==> config.mk <==
export PLATFORM = sky130hd
export DESIGN_NAME = sliding_peak_midpoint_baseline_top_flat
export DESIGN_NICKNAME = d
export VERILOG_FILES = /design/src/rtl/spmb_pkg.sv /design/src/rtl/spmb_if.sv /design/src/rtl/spmb_ctrl.sv /design/src/rtl/spmb_dp.sv /design/src/rtl/sliding_peak_midpoint_baseline_top.sv /design/src/flat_wrapper.sv
export VERILOG_INCLUDE_DIRS = /design/src /design/src/rtl
export SDC_FILE = /design/constraint.sdc
export NUM_CORES = 1
export LEC_CHECK = 0
export ABC_AREA = 1
export BUFFER_PORTS_ARGS = -buffer_cell sky130_fd_sc_hd__buf_2
export CAP_MARGIN = 20
export CORE_UTILIZATION = 50
export CTS_CLUSTER_DIAMETER = 40
export CTS_CLUSTER_SIZE = 20
export DETAILED_ROUTE_END_ITERATION = 12
export HOLD_SLACK_MARGIN = 0.06
export PLACE_DENSITY_LB_ADDON = 0.2
export SLEW_MARGIN = 20
export SYNTH_ARGS = -nofsm -noshare
export SYNTH_HDL_FRONTEND = slang
export SYNTH_SLANG_ARGS = --single-unit
==> constraint.sdc <==
create_clock -name i_clk -period 3.05 [get_ports i_clk]
set_clock_uncertainty 0.05 [all_clocks]
set_input_delay 0.305 -clock i_clk [delete_from_list [all_inputs] [get_ports i_clk]]
set_output_delay 0.305 -clock i_clk [all_outputs]
set_load 0.05 [all_outputs]
==> src/rtl/sliding_peak_midpoint_baseline_top_assert.svh <==
// ----------------------------------------------------------------------------
// Assertion macros for the sliding peak midpoint baseline block
// Shared property forms, clocked on i_clk and disabled while i_rst_n is low.
// ----------------------------------------------------------------------------
`ifndef SLIDING_PEAK_MIDPOINT_BASELINE_TOP_ASSERT_SVH
`define SLIDING_PEAK_MIDPOINT_BASELINE_TOP_ASSERT_SVH

// Same-cycle implication.
`define SPMB_ASSERT_NOW(label, ante, cons) \
    label: assert property (@(posedge i_clk) disable iff (!i_rst_n) (ante) |-> (cons)) \
        else $error("spmb assertion failed");

// Next-cycle implication.
`define SPMB_ASSERT_NEXT(label, ante, cons) \
    label: assert property (@(posedge i_clk) disable iff (!i_rst_n) (ante) |=> (cons)) \
        else $error("spmb assertion failed");

`endif

==> src/rtl/spmb_pkg.sv <==
// ----------------------------------------------------------------------------
// spmb_pkg
// Widths, depth constants and the command and status records that join the
// controller to the datapath.
// ----------------------------------------------------------------------------
`timescale 1ns / 1ps

package spmb_pkg;

    localparam int SAMPLE_W   = 16;
    localparam int COUNT_W    = 3;
    localparam int RING_DEPTH = 5;
    localparam int SLOT_W     = $clog2(RING_DEPTH);

    localparam logic [SLOT_W-1:0] LAST_SLOT = SLOT_W'(RING_DEPTH - 1);

    typedef struct packed {
        logic load;
        logic insert;
        logic scan;
        logic emit;
    } t_cmd;

    typedef struct packed {
        logic scan_done;
        logic out_free;
    } t_status;

endpackage

==> src/rtl/spmb_if.sv <==
// ----------------------------------------------------------------------------
// Sample and result channels
// Valid/ready channels for the incoming samples and the outgoing results.
// ----------------------------------------------------------------------------
`timescale 1ns / 1ps

interface spmb_sample_if;
    logic                          valid;
    logic                          ready;
    logic [spmb_pkg::SAMPLE_W-1:0] sample;

    modport source (output valid, output sample, input ready);
    modport sink   (input valid, input sample, output ready);
endinterface

interface spmb_result_if;
    logic                          valid;
    logic                          ready;
    logic [spmb_pkg::SAMPLE_W-1:0] baseline;
    logic [spmb_pkg::SAMPLE_W-1:0] window_high;
    logic [spmb_pkg::SAMPLE_W-1:0] window_low;
    logic [spmb_pkg::COUNT_W-1:0]  held_count;

    modport source (output valid, output baseline, output window_high,
                    output window_low, output held_count, input ready);
    modport sink   (input valid, input baseline, input window_high,
                    input window_low, input held_count, output ready);
endinterface

==> src/rtl/spmb_ctrl.sv <==
// ----------------------------------------------------------------------------
// spmb_ctrl
// Sequencer: takes a sample, inserts it, walks the older entries, then hands
// the result to the output register.
// ----------------------------------------------------------------------------
`timescale 1ns / 1ps
`include "sliding_peak_midpoint_baseline_top_assert.svh"

module spmb_ctrl (
    input  logic             i_clk,
    input  logic             i_rst_n,
    input  logic             i_in_valid,
    output logic             o_in_ready,
    input  spmb_pkg::t_status i_status,
    output spmb_pkg::t_cmd   o_cmd
);

    typedef enum logic [3:0] {
        ST_IDLE   = 4'b0001,
        ST_INSERT = 4'b0010,
        ST_SCAN   = 4'b0100,
        ST_EMIT   = 4'b1000
    } t_state;

    t_state r_state;
    t_state n_state;

    always_comb begin
        n_state    = r_state;
        o_cmd      = '0;
        o_in_ready = 1'b0;
        unique case (r_state)
            ST_IDLE: begin
                o_in_ready = 1'b1;
                if (i_in_valid) begin
                    o_cmd.load = 1'b1;
                    n_state    = ST_INSERT;
                end
            end
            ST_INSERT: begin
                o_cmd.insert = 1'b1;
                n_state      = ST_SCAN;
            end
            ST_SCAN: begin
                o_cmd.scan = 1'b1;
                if (i_status.scan_done) begin
                    n_state = ST_EMIT;
                end
            end
            ST_EMIT: begin
                // A finished result waits here only while the previous one is
                // still unclaimed at the output.
                if (i_status.out_free) begin
                    o_cmd.emit = 1'b1;
                    n_state    = ST_IDLE;
                end
            end
            default: begin
                n_state = ST_IDLE;
            end
        endcase
    end

    always_ff @(posedge i_clk) begin
        if (!i_rst_n) begin
            r_state <= ST_IDLE;
        end else begin
            r_state <= n_state;
        end
    end

    `SPMB_ASSERT_NEXT(a_accept_goes_insert, o_cmd.load, r_state == ST_INSERT)
    `SPMB_ASSERT_NOW(a_emit_needs_room, o_cmd.emit, i_status.out_free)
    `SPMB_ASSERT_NOW(a_ready_only_in_idle, o_in_ready, r_state == ST_IDLE)

endmodule

==> src/rtl/spmb_dp.sv <==
// ----------------------------------------------------------------------------
// spmb_dp
// Sample ring, window pointers, min/max scan and the output register.
// ----------------------------------------------------------------------------
`timescale 1ns / 1ps
`include "sliding_peak_midpoint_baseline_top_assert.svh"

module spmb_dp (
    input  logic                          i_clk,
    input  logic                          i_rst_n,
    input  spmb_pkg::t_cmd                i_cmd,
    output spmb_pkg::t_status             o_status,
    input  logic [spmb_pkg::SAMPLE_W-1:0] i_sample,
    input  logic                          i_out_ready,
    output logic                          o_out_valid,
    output logic [spmb_pkg::SAMPLE_W-1:0] o_baseline,
    output logic [spmb_pkg::SAMPLE_W-1:0] o_window_high,
    output logic [spmb_pkg::SAMPLE_W-1:0] o_window_low,
    output logic [spmb_pkg::COUNT_W-1:0]  o_held_count
);

    function automatic logic [spmb_pkg::SLOT_W-1:0] wrap_add(
        input logic [spmb_pkg::SLOT_W-1:0] a,
        input logic [spmb_pkg::SLOT_W-1:0] b
    );
        logic [spmb_pkg::SLOT_W:0] sum;
        sum = {1'b0, a} + {1'b0, b};
        if (sum >= (spmb_pkg::SLOT_W + 1)'(spmb_pkg::RING_DEPTH)) begin
            sum = sum - (spmb_pkg::SLOT_W + 1)'(spmb_pkg::RING_DEPTH);
        end
        return sum[spmb_pkg::SLOT_W-1:0];
    endfunction

    logic [spmb_pkg::SAMPLE_W-1:0] r_ring [spmb_pkg::RING_DEPTH];
    logic [spmb_pkg::SAMPLE_W-1:0] r_sample;
    logic [spmb_pkg::SAMPLE_W-1:0] r_high;
    logic [spmb_pkg::SAMPLE_W-1:0] r_low;
    logic [spmb_pkg::SAMPLE_W-1:0] r_rd_data;
    logic                          r_rd_vld;
    logic [spmb_pkg::SLOT_W-1:0]   r_oldest;
    logic [spmb_pkg::SLOT_W-1:0]   r_fill;
    logic [spmb_pkg::SLOT_W-1:0]   r_scan;
    logic                          r_out_vld;
    logic [spmb_pkg::SAMPLE_W-1:0] r_out_base;
    logic [spmb_pkg::SAMPLE_W-1:0] r_out_high;
    logic [spmb_pkg::SAMPLE_W-1:0] r_out_low;
    logic [spmb_pkg::COUNT_W-1:0]  r_out_count;

    logic [spmb_pkg::SLOT_W-1:0]   wr_slot;
    logic [spmb_pkg::SLOT_W-1:0]   rd_addr;
    logic [spmb_pkg::SLOT_W-1:0]   older_cnt;
    logic                          ring_full;
    logic                          issue;
    logic [spmb_pkg::SAMPLE_W:0]   mid_sum;

    assign wr_slot   = wrap_add(r_oldest, r_fill);
    assign ring_full = (r_fill == spmb_pkg::LAST_SLOT);
    // The newest sample seeds the scan, so only the entries before it are read.
    assign older_cnt = r_fill - spmb_pkg::SLOT_W'(1);
    assign rd_addr   = wrap_add(r_oldest, r_scan);
    assign issue     = i_cmd.scan && (r_scan != older_cnt);
    assign mid_sum   = {1'b0, r_high} + {1'b0, r_low};

    assign o_status.scan_done = (r_scan == older_cnt) && !r_rd_vld;
    assign o_status.out_free  = !r_out_vld || i_out_ready;

    // Ring storage: one write port, one registered read port.
    always_ff @(posedge i_clk) begin
        if (i_cmd.insert) begin
            r_ring[wr_slot] <= r_sample;
        end
        if (issue) begin
            r_rd_data <= r_ring[rd_addr];
        end
    end

    always_ff @(posedge i_clk) begin
        if (i_cmd.load) begin
            r_sample <= i_sample;
        end
        if (i_cmd.insert) begin
            r_high <= r_sample;
            r_low  <= r_sample;
        end else if (r_rd_vld) begin
            if (r_rd_data > r_high) begin
                r_high <= r_rd_data;
            end
            if (r_rd_data < r_low) begin
                r_low <= r_rd_data;
            end
        end
        if (i_cmd.emit) begin
            r_out_base  <= mid_sum[spmb_pkg::SAMPLE_W:1];
            r_out_high  <= r_high;
            r_out_low   <= r_low;
            r_out_count <= spmb_pkg::COUNT_W'(r_fill);
        end
    end

    always_ff @(posedge i_clk) begin
        if (!i_rst_n) begin
            r_oldest  <= '0;
            r_fill    <= '0;
            r_scan    <= '0;
            r_rd_vld  <= 1'b0;
            r_out_vld <= 1'b0;
        end else begin
            if (i_cmd.insert) begin
                // Filling the last free slot drops the oldest sample at once.
                if (ring_full) begin
                    r_oldest <= wrap_add(r_oldest, spmb_pkg::SLOT_W'(1));
                end else begin
                    r_fill <= r_fill + spmb_pkg::SLOT_W'(1);
                end
                r_scan <= '0;
            end else if (issue) begin
                r_scan <= r_scan + spmb_pkg::SLOT_W'(1);
            end
            r_rd_vld <= issue;
            if (i_cmd.emit) begin
                r_out_vld <= 1'b1;
            end else if (i_out_ready) begin
                r_out_vld <= 1'b0;
            end
        end
    end

    assign o_out_valid   = r_out_vld;
    assign o_baseline    = r_out_base;
    assign o_window_high = r_out_high;
    assign o_window_low  = r_out_low;
    assign o_held_count  = r_out_count;

    `SPMB_ASSERT_NOW(a_fill_in_range, 1'b1, r_fill <= spmb_pkg::LAST_SLOT)
    `SPMB_ASSERT_NOW(a_oldest_in_range, 1'b1, r_oldest <= spmb_pkg::LAST_SLOT)
    `SPMB_ASSERT_NEXT(a_emit_sets_valid, i_cmd.emit, r_out_vld && r_fill != '0)

endmodule

==> src/rtl/sliding_peak_midpoint_baseline_top.sv <==
// ----------------------------------------------------------------------------
// sliding_peak_midpoint_baseline_top
// Sliding-window peak tracker that reports the window's high, low, held count
// and the floored midpoint of high and low as a baseline.
// ----------------------------------------------------------------------------
// Usage:
//   i_smp carries one 16-bit sample per request; o_res returns exactly one
//   result per sample: baseline, window_high, window_low and held_count.
//   The window keeps the newest RING_DEPTH-1 samples (four by default).
//   Steps: the block takes the sample, writes it into the ring, then walks
//   each older entry through the ring's registered read port and compares
//   it, drains the last compare and sees the scan end, and loads the output
//   register. No older entry is read when the new sample is the only one
//   held. One sample is in work at a time: a new one is taken only after the
//   result of the last has been loaded into the output register.
//   The output register separates the two sides: a new sample is taken while
//   an earlier result still waits, and only the load of the next result waits
//   for o_res.ready. A stalled receiver therefore holds at most one result
//   plus one finished scan inside the block.
//   Reset empties the window at once; ring contents need no clearing because
//   only entries written since reset are ever read.
// ----------------------------------------------------------------------------
`timescale 1ns / 1ps

module sliding_peak_midpoint_baseline_top (
    input  logic  i_clk,
    input  logic  i_rst_n,
    spmb_sample_if.sink   i_smp,
    spmb_result_if.source o_res
);

    spmb_pkg::t_cmd    cmd;
    spmb_pkg::t_status status;
    logic              in_ready;

    spmb_ctrl u_ctrl (
        .i_clk      (i_clk),
        .i_rst_n    (i_rst_n),
        .i_in_valid (i_smp.valid),
        .o_in_ready (in_ready),
        .i_status   (status),
        .o_cmd      (cmd)
    );

    spmb_dp u_dp (
        .i_clk         (i_clk),
        .i_rst_n       (i_rst_n),
        .i_cmd         (cmd),
        .o_status      (status),
        .i_sample      (i_smp.sample),
        .i_out_ready   (o_res.ready),
        .o_out_valid   (o_res.valid),
        .o_baseline    (o_res.baseline),
        .o_window_high (o_res.window_high),
        .o_window_low  (o_res.window_low),
        .o_held_count  (o_res.held_count)
    );

    assign i_smp.ready = in_ready;

endmodule
==> src/flat_wrapper.sv <==
// flat-port wrapper written by rule: the top's interface ports become plain ports
module sliding_peak_midpoint_baseline_top_flat 
  (i_clk, i_rst_n, i_smp_valid, i_smp_sample, i_smp_ready, o_res_valid, o_res_baseline, o_res_window_high, o_res_window_low, o_res_held_count, o_res_ready);
  spmb_sample_if i_smp_i ();
  spmb_result_if o_res_i ();
  input  logic i_clk;
  input  logic i_rst_n;
  input wire logic [$bits(i_smp_i.valid)-1:0] i_smp_valid;
  input wire logic [$bits(i_smp_i.sample)-1:0] i_smp_sample;
  output wire logic [$bits(i_smp_i.ready)-1:0] i_smp_ready;
  output wire logic [$bits(o_res_i.valid)-1:0] o_res_valid;
  output wire logic [$bits(o_res_i.baseline)-1:0] o_res_baseline;
  output wire logic [$bits(o_res_i.window_high)-1:0] o_res_window_high;
  output wire logic [$bits(o_res_i.window_low)-1:0] o_res_window_low;
  output wire logic [$bits(o_res_i.held_count)-1:0] o_res_held_count;
  input wire logic [$bits(o_res_i.ready)-1:0] o_res_ready;
  assign i_smp_i.valid = i_smp_valid;
  assign i_smp_i.sample = i_smp_sample;
  assign i_smp_ready = i_smp_i.ready;
  assign o_res_valid = o_res_i.valid;
  assign o_res_baseline = o_res_i.baseline;
  assign o_res_window_high = o_res_i.window_high;
  assign o_res_window_low = o_res_i.window_low;
  assign o_res_held_count = o_res_i.held_count;
  assign o_res_i.ready = o_res_ready;
  sliding_peak_midpoint_baseline_top u_core (.i_clk(i_clk), .i_rst_n(i_rst_n), .i_smp(i_smp_i), .o_res(o_res_i));
endmodule
==> flow_summary_export.csv, run 1 <==
group,metric,value,unit
timing,worstMarginPinSlew,0.636,ns
clock_tree,cts.reportedPaths.clkPinSlew,0.06,ns
timing,finalHoldViolCount,0,
clock_tree,clk_path_buf_depth,3,
clock_tree,clkLatencyLatePin,0.53,ns
yosys,syn-num-nets,938,
critical_path,crit_path_start_kind,"flop",
final_layout,nets,1061,
final_layout,syn2layout_area_growth,19.1,%
timing,period_share,90.9,%
timing,max_freq,0.361,GHz
drt,antenna_left,0,
floorplanning,rows,50,
flow_run,maxCapViolCount,0,
final_layout,diodes,0,
drt,drt_iter0_markers,338,
yosys,yosysSeqAreaShare,64.0,%
placed_design,hpwl,13300,um
critical_path,arrival,2.99,ns
final_layout,mostFrequentLayoutCells,"197 x nand2_1, 195 x edfxtp_1, 121 x nand3_1, 84 x inv_1, 72 x buf_2",
final_layout,layout_commonest_cell,"nand2_1",
global_routing,antenna_found_initial,0,
floorplanning,start_util,51.3,%
clock_tree,root_buffer,"clkbuf_16",
timing,drv_slew,0,
floorplanning,fp.dieH,141,um
clock_tree,clock_sinks,210,
floorplanning,core,18800,um2
critical_path,slowest_stage,"fa_1",
critical_path,cp_max_fo,17,
power,peakVddDrop,0.418,mV
yosys,synthMuxAreaShare,0,%
yosys,netlist_instances,853,
placed_design,port_buffers,72,
critical_path,worst_path_largest_cell_delay,0.56,ns
yosys,synthSimpleGateAreaFrac,17.1,%
yosys,syn_avg_cell_area,11.3,um2
drt,drc,0,
placed_design,gp_congestion,0.804,
yosys,synthAdderAreaFrac,8.68,%
timing,setup_tns,0,ns
worst_hold_path,hold_path.class,"input pin to flop",
critical_path,end_kind,"flop",
drt,vias_per_cell,5.06,
critical_path,required,3.26,ns
timing,period_needed,2.77,ns
drt,drt_wl_total,17900,um
critical_path,crit_family,"adder cells",
placed_design,place_area,10400,um2
yosys,synth_warnings,0,
global_routing,grt_max_degree,52,
drt,dr.pass1.iters,5,
power,p_leak,4.76,nW
critical_path,cpMostUsedCell,"nand3_1",
drt,vias,6221,
yosys,netlist_area,9620,um2
final_layout,fillCellCount,1542,
clock_tree,cts_tree,"built",
global_routing,grt_pass1_wl,30200,um
floorplanning,ios,73,
final_layout,final_cell_area,11500,um2
critical_path,criticalPathCategory,"flop to flop",
yosys,ys_ff_latch,210,
timing,maxSlewHeadroom,57.6,%
global_routing,grt_pass1_vias,6031,
outcome,run_status,"complete, no violations",
yosys,yosysUniqueCellTypes,36,
critical_path,worstPathCellList,"ha_1 -> fa_1 -> inv_1 -> ha_1 -> nand2_1 -> nand3_2 -> nand2_4 -> nand2_2 -> buf_4 -> nand3_1 -> nand3_1 -> nand3_1 -> nand2_1",
global_routing,grt_use_total,19.1,%
final_layout,drive_gt1_share,15.3,%
timing,setup_viol,0,
yosys,synth_top_family_by_area,"simple AND/OR/NAND/NOR gates",
floorplanning,die_x,141,um
yosys,synth_xor_area_share,1.73,%
clock_tree,h-tree-depth,1,
floorplanning,die_area,19800,um2
clock_tree,post_cts_buffers,0,
global_routing,gr-total-overflow,0,
timing,rsz0062_at_grt,"no",
power,p_per_area,587,nW/um2
final_layout,multi_input_area,3080,um2
critical_path,cp.buffers_inverters,2,
yosys,synth-compound-area-share,4.21,%
final_layout,seq_area,6160,um2
clock_tree,cts_buffers,27,
drt,routedWlPerCell,14.6,um
-- routing by layer --
layer,up-vias,routed length (um),global-route usage [%]
li1,3234,-,-
met1,2812,8890,27.5
met2,154,7990,30.3
met3,21,843,3.26
met4,0,216,4.52
met5,-,0,0
-- cell type report --
class | instances | area share (%)
Timing Repair Buffer | 111 | 6.45
Inverter | 86 | 2.84
Multi-Input combinational cell | 540 | 26.8
Clock buffer | 28 | 5.93
Tap cell | 234 | 2.56
Clock inverter | 21 | 1.65
Sequential cell | 210 | 53.7
-- flip-flops by register name (all words and copies together) (netlist names) --
| signal | cells |
|---|---|
| u_core.u_dp.r_scan | 3 |
| u_core.u_dp.r_rd_vld | 1 |
| u_core.u_dp.o_window_high | 16 |
| u_core.u_dp.o_baseline | 16 |
| u_core.u_ctrl.r_state | 4 |
| u_core.u_dp.o_out_valid | 1 |
| u_core.u_dp.r_rd_data | 16 |
| u_core.u_dp.r_high | 16 |
| u_core.u_dp.o_window_low | 16 |
| u_core.u_dp.r_sample | 16 |
| u_core.u_dp.r_fill | 3 |
| u_core.u_dp.r_oldest | 3 |
| u_core.u_dp.r_ring | 80 |
| u_core.u_dp.r_low | 16 |
| u_core.u_dp.o_held_count | 3 |
-- cell families (layout without fill, tap and decap cells) --
kind of cell    count (synthesis)  in the layout
simple gates                  382            382
flops                         210            210
buf+inv                       103            246
xor+xnor                       19             19
compound gates                 74             74
fa+ha+maj                      65             65
-- cells in the mapped netlist --
| library cell | count | area share [%] |
|---|---|---|
| a21oi_1 | 38 | 2.0 |
| dfxtp_1 | 15 | 3.1 |
| nand3_1 | 121 | 6.3 |
| o21ai_0 | 22 | 1.1 |
| nand2_1 | 198 | 7.7 |
| xor2_1 | 15 | 1.4 |
| buf_4 | 2 | 0.16 |
| nor2_4 | 2 | 0.23 |
| nor3b_1 | 1 | 0.078 |
| o21a_1 | 1 | 0.078 |
| a31oi_1 | 2 | 0.13 |
| nand2_4 | 1 | 0.12 |
| o21bai_1 | 2 | 0.16 |
| a211oi_1 | 1 | 0.078 |
| nand4_1 | 3 | 0.20 |
| nor3_1 | 8 | 0.42 |
| clkbuf_1 | 3 | 0.12 |
| a21boi_1 | 1 | 0.078 |
| ha_1 | 62 | 8.1 |
| xnor2_1 | 4 | 0.36 |
| nor2_2 | 1 | 0.065 |
| edfxtp_1 | 195 | 61 |
| a21boi_0 | 2 | 0.16 |
| nand3b_1 | 2 | 0.16 |
| nor2_1 | 42 | 1.6 |
| fa_1 | 3 | 0.62 |
| buf_2 | 11 | 0.57 |
| nand3_2 | 1 | 0.10 |
| inv_4 | 1 | 0.065 |
| inv_1 | 84 | 3.3 |
| buf_1 | 1 | 0.039 |
| nand2_2 | 2 | 0.13 |
| o21ai_2 | 2 | 0.18 |
| o31ai_1 | 1 | 0.078 |
| inv_2 | 1 | 0.039 |
| a21o_1 | 2 | 0.16 |
-- path summary, 6_finish.rpt --
kind / start / to / slack [ns] / depth (start not counted)
hold reg to reg: u_core.u_ctrl.r_state[3]$_SDFFE_PN0P_ / u_core.u_ctrl.r_state[3]$_SDFFE_PN0P_ / 0.44 / 2
setup reg to reg: u_core.u_dp.r_scan[0]$_SDFFE_PP0P_ / u_core.u_dp.r_rd_data[0]$_DFFE_PP_ / 0.28 / 13
hold / removal: o_res_ready / u_core.u_dp.o_out_valid$_SDFFE_PN0P_ / 0.09 / 4
setup / recovery: u_core.u_dp.r_scan[0]$_SDFFE_PP0P_ / u_core.u_dp.r_rd_data[0]$_DFFE_PP_ / 0.28 / 13
-- report_power, final --
| group | internal [mW] | total [mW] | switching (mW) |
|---|---|---|---|
| Clock | 1.74 | 2.98 | 1.24 |
| Combinational | 0.136 | 0.411 | 0.275 |
| Sequential | 3.26 | 3.33 | 0.0697 |
-- metrics by stage --
| step | power (mW) | hold WS (ns) | worst slack, ns | std cells | util, % |
|---|---|---|---|---|---|
| 2_1_floorplan | 3.65 | 0.341 | 0.0917 | 853 | - |
| 3_3_place_gp | 3.78 | 0.420 | 0.269 | 1163 | 55.4 |
| 3_5_place_dp | 3.79 | 0.429 | 0.208 | 1163 | 55.4 |
| 4_1_cts | 6.80 | 0.0839 | 0.208 | 1230 | 61.0 |
| 5_1_grt | 6.98 | 0.0850 | 0.0506 | 1230 | 61.1 |
| 6_report | 6.73 | 0.0929 | 0.277 | 1230 | 61.1 |
-- what timing repair did --
item                                    CTS  global route
resized for setup                         0             4
hold buffers                             18             0
endpoints found under the setup margin    0            32
endpoints found under the hold margin    22             0
-- worst register-to-register path: cells and delay by family, from the launching register on --
family / cells / cell delay (ns)
simple gates: 8 / 0.82
fa+ha+maj: 3 / 0.98
flops: 1 / 0.36
buf+inv: 2 / 0.31
Note: power is estimated with default switching activity, not from simulation.
==> run 2: changes to the inputs <==
- CAP_MARGIN: 20 -> unset
- clock period: 3.05 -> 3.6 ns (I/O delays scaled with it)
==> run 2 against run 1 <==
Net effect: via count up 2.4%; utilization up 0.20 points; clock-buffer cell count up 4; sequential share of layout area down 0.19 points; flip-flop and latch count unchanged; combinational power down 15%; highest routed layer unchanged; critical path depth unchanged.
==> flow_summary_export.csv, run 2 (synthesis gave the netlist of run 1 again) <==
group,metric,value,unit
outcome,run_status,"complete, no violations",
drt,wl_met3,1050,um
floorplanning,rows,50,
drt,drt_iter0_markers,447,
timing,finalHoldViolCount,0,
power,pwr-share-clk,47.1,%
clock_tree,h-tree-depth,1,
drt,vias_per_cell,5.19,
timing,drv_slew,0,
drt,antenna_left,0,
final_layout,syn2layout_area_growth,19.4,%
timing,worstMarginPinSlew,0.871,ns
final_layout,largest_register,"u_core.u_dp.r_ring",
critical_path,arrival,3.25,ns
clock_tree,clock_sinks,210,
placed_design,port_buffers,72,
critical_path,cp_max_fo,16,
global_routing,antenna_found_initial,0,
critical_path,end_kind,"flop",
final_layout,layout_commonest_cell,"nand2_1",
final_layout,mostFrequentLayoutCells,"198 x nand2_1, 195 x edfxtp_1, 121 x nand3_1, 84 x inv_1, 72 x buf_2",
clock_tree,postCtsHoldBufs,18,
global_routing,grt_use_total,19.5,%
final_layout,diodes,0,
power,p_sw_share,23.2,%
global_routing,grt_pass1_vias,6132,
timing,period_share,83.8,%
power,seq_power_share,47.1,%
floorplanning,fp.dieH,141,um
timing,setup_tns,0,ns
global_routing,grt_pass1_wl,30700,um
drt,drt_wl_total,18300,um
floorplanning,die_x,141,um
final_layout,final_core_util,61.3,%
critical_path,crit_path_start_kind,"flop",
power,p_leak,4.79,nW
critical_path,criticalPathCategory,"flop to flop",
floorplanning,die_area,19800,um2
clock_tree,cts.reportedPaths.clkPinSlew,0.06,ns
worst_hold_path,hold_path.class,"input pin to flop",
timing,period_needed,3.02,ns
drt,dr.pass1.iters,6,
final_layout,largest_register_ffs,80,
global_routing,grt_max_degree,35,
clock_tree,root_buffer,"clkbuf_16",
clock_tree,clk_path_buf_depth,3,
drt,wl_met1,8990,um
final_layout,nets,1059,
power,p_sw,1.39,mW
drt,routed-wl-met2,7950,um
timing,setup_viol,0,
clock_tree,cts_tree,"built",
power,peakVddDrop,0.356,mV
drt,drc,0,
timing,rsz0062_at_grt,"no",
global_routing,gr-total-overflow,0,
flow_run,maxCapViolCount,0,
drt,routedWlPerCell,14.9,um
clock_tree,post_cts_resized,0,
timing,max_freq,0.331,GHz
clock_tree,post_cts_buffers,0,
drt,routed.top_layer,"met4",
timing,maxSlewHeadroom,41.8,%
drt,vias,6373,
placed_design,hpwl,13200,um
power,cell_internal_pwr,4.60,mW
critical_path,required,3.83,ns
final_layout,drive_gt1_share,15.1,%
power,pwr-share-comb,5.8,%
floorplanning,start_util,51.3,%
power,p_per_area,522,nW/um2
floorplanning,ios,73,
clock_tree,clkLatencyLatePin,0.53,ns
floorplanning,core,18800,um2
placed_design,gp_congestion,0.805,
clock_tree,cts_buffers,28,
run 2: power groups by stage:
stage / Combinational (mW) / Clock [mW] / Sequential (mW)
after floorplan: 0.194 / 0 / 2.90
after detailed placement: 0.334 / 0 / 2.87
after CTS: 0.351 / 2.88 / 2.82
final: 0.348 / 2.83 / 2.82
after global placement: 0.329 / 0 / 2.87
after global routing: 0.390 / 2.98 / 2.83
run 2: final timing paths:
check                           cells after the start  slack, ns                                  start                               endpoint
worst min-delay path                                4       0.11                            o_res_ready   u_core.u_dp.o_out_valid$_SDFFE_PN0P_
worst max register to register                     13       0.58   u_core.u_dp.r_oldest[0]$_SDFFE_PN0P_     u_core.u_dp.r_rd_data[9]$_DFFE_PP_
worst min register to register                      2       0.43  u_core.u_ctrl.r_state[3]$_SDFFE_PN0P_  u_core.u_ctrl.r_state[3]$_SDFFE_PN0P_
worst max-delay path                               13       0.58   u_core.u_dp.r_oldest[0]$_SDFFE_PN0P_     u_core.u_dp.r_rd_data[9]$_DFFE_PP_
run 2: area by class of cell:
cell class | count | area, um2
Clock inverter | 19 | 244
Timing Repair Buffer | 108 | 676
Clock buffer | 32 | 737
Sequential cell | 210 | 6160
Tap cell | 234 | 293
Inverter | 86 | 325
Fill cell | 1488 | 7270
Multi-Input combinational cell | 540 | 3070
run 2: worst max-delay path: stages (launching register included):
cell,delay (ns)
dfxtp_1,0.35
ha_1,0.24
fa_1,0.55
inv_1,0.10
ha_1,0.20
nand2_1,0.09
nand3_2,0.12
nand3_1,0.16
buf_4,0.24
nand2_2,0.25
nand2_1,0.14
nand3_1,0.08
nand3_1,0.11
nand2_1,0.06
run 2: stage by stage:
stage | hold WS, ns | instance area [um2] | setup slack, ns | total power [mW] | std cells
final | 0.113 | 11500 | 0.582 | 6.00 | 1229
after global routing | 0.141 | 11500 | 0.360 | 6.21 | 1229
after CTS | 0.0942 | 11500 | 0.602 | 6.06 | 1229
after detailed placement | 0.423 | 10300 | 0.635 | 3.21 | 1160
after global placement | 0.420 | 10300 | 0.694 | 3.20 | 1160
after floorplan | 0.396 | 9620 | 0.333 | 3.09 | 853
run 2: per-layer routing:
| layer | vias to the layer above | global-route usage, % |
|---|---|---|
| met3 | 31 | 3.57 |
| li1 | 3224 | - |
| met4 | 0 | 5.84 |
| met2 | 197 | 30.2 |
| met1 | 2921 | 28.1 |
| met5 | - | 0 |
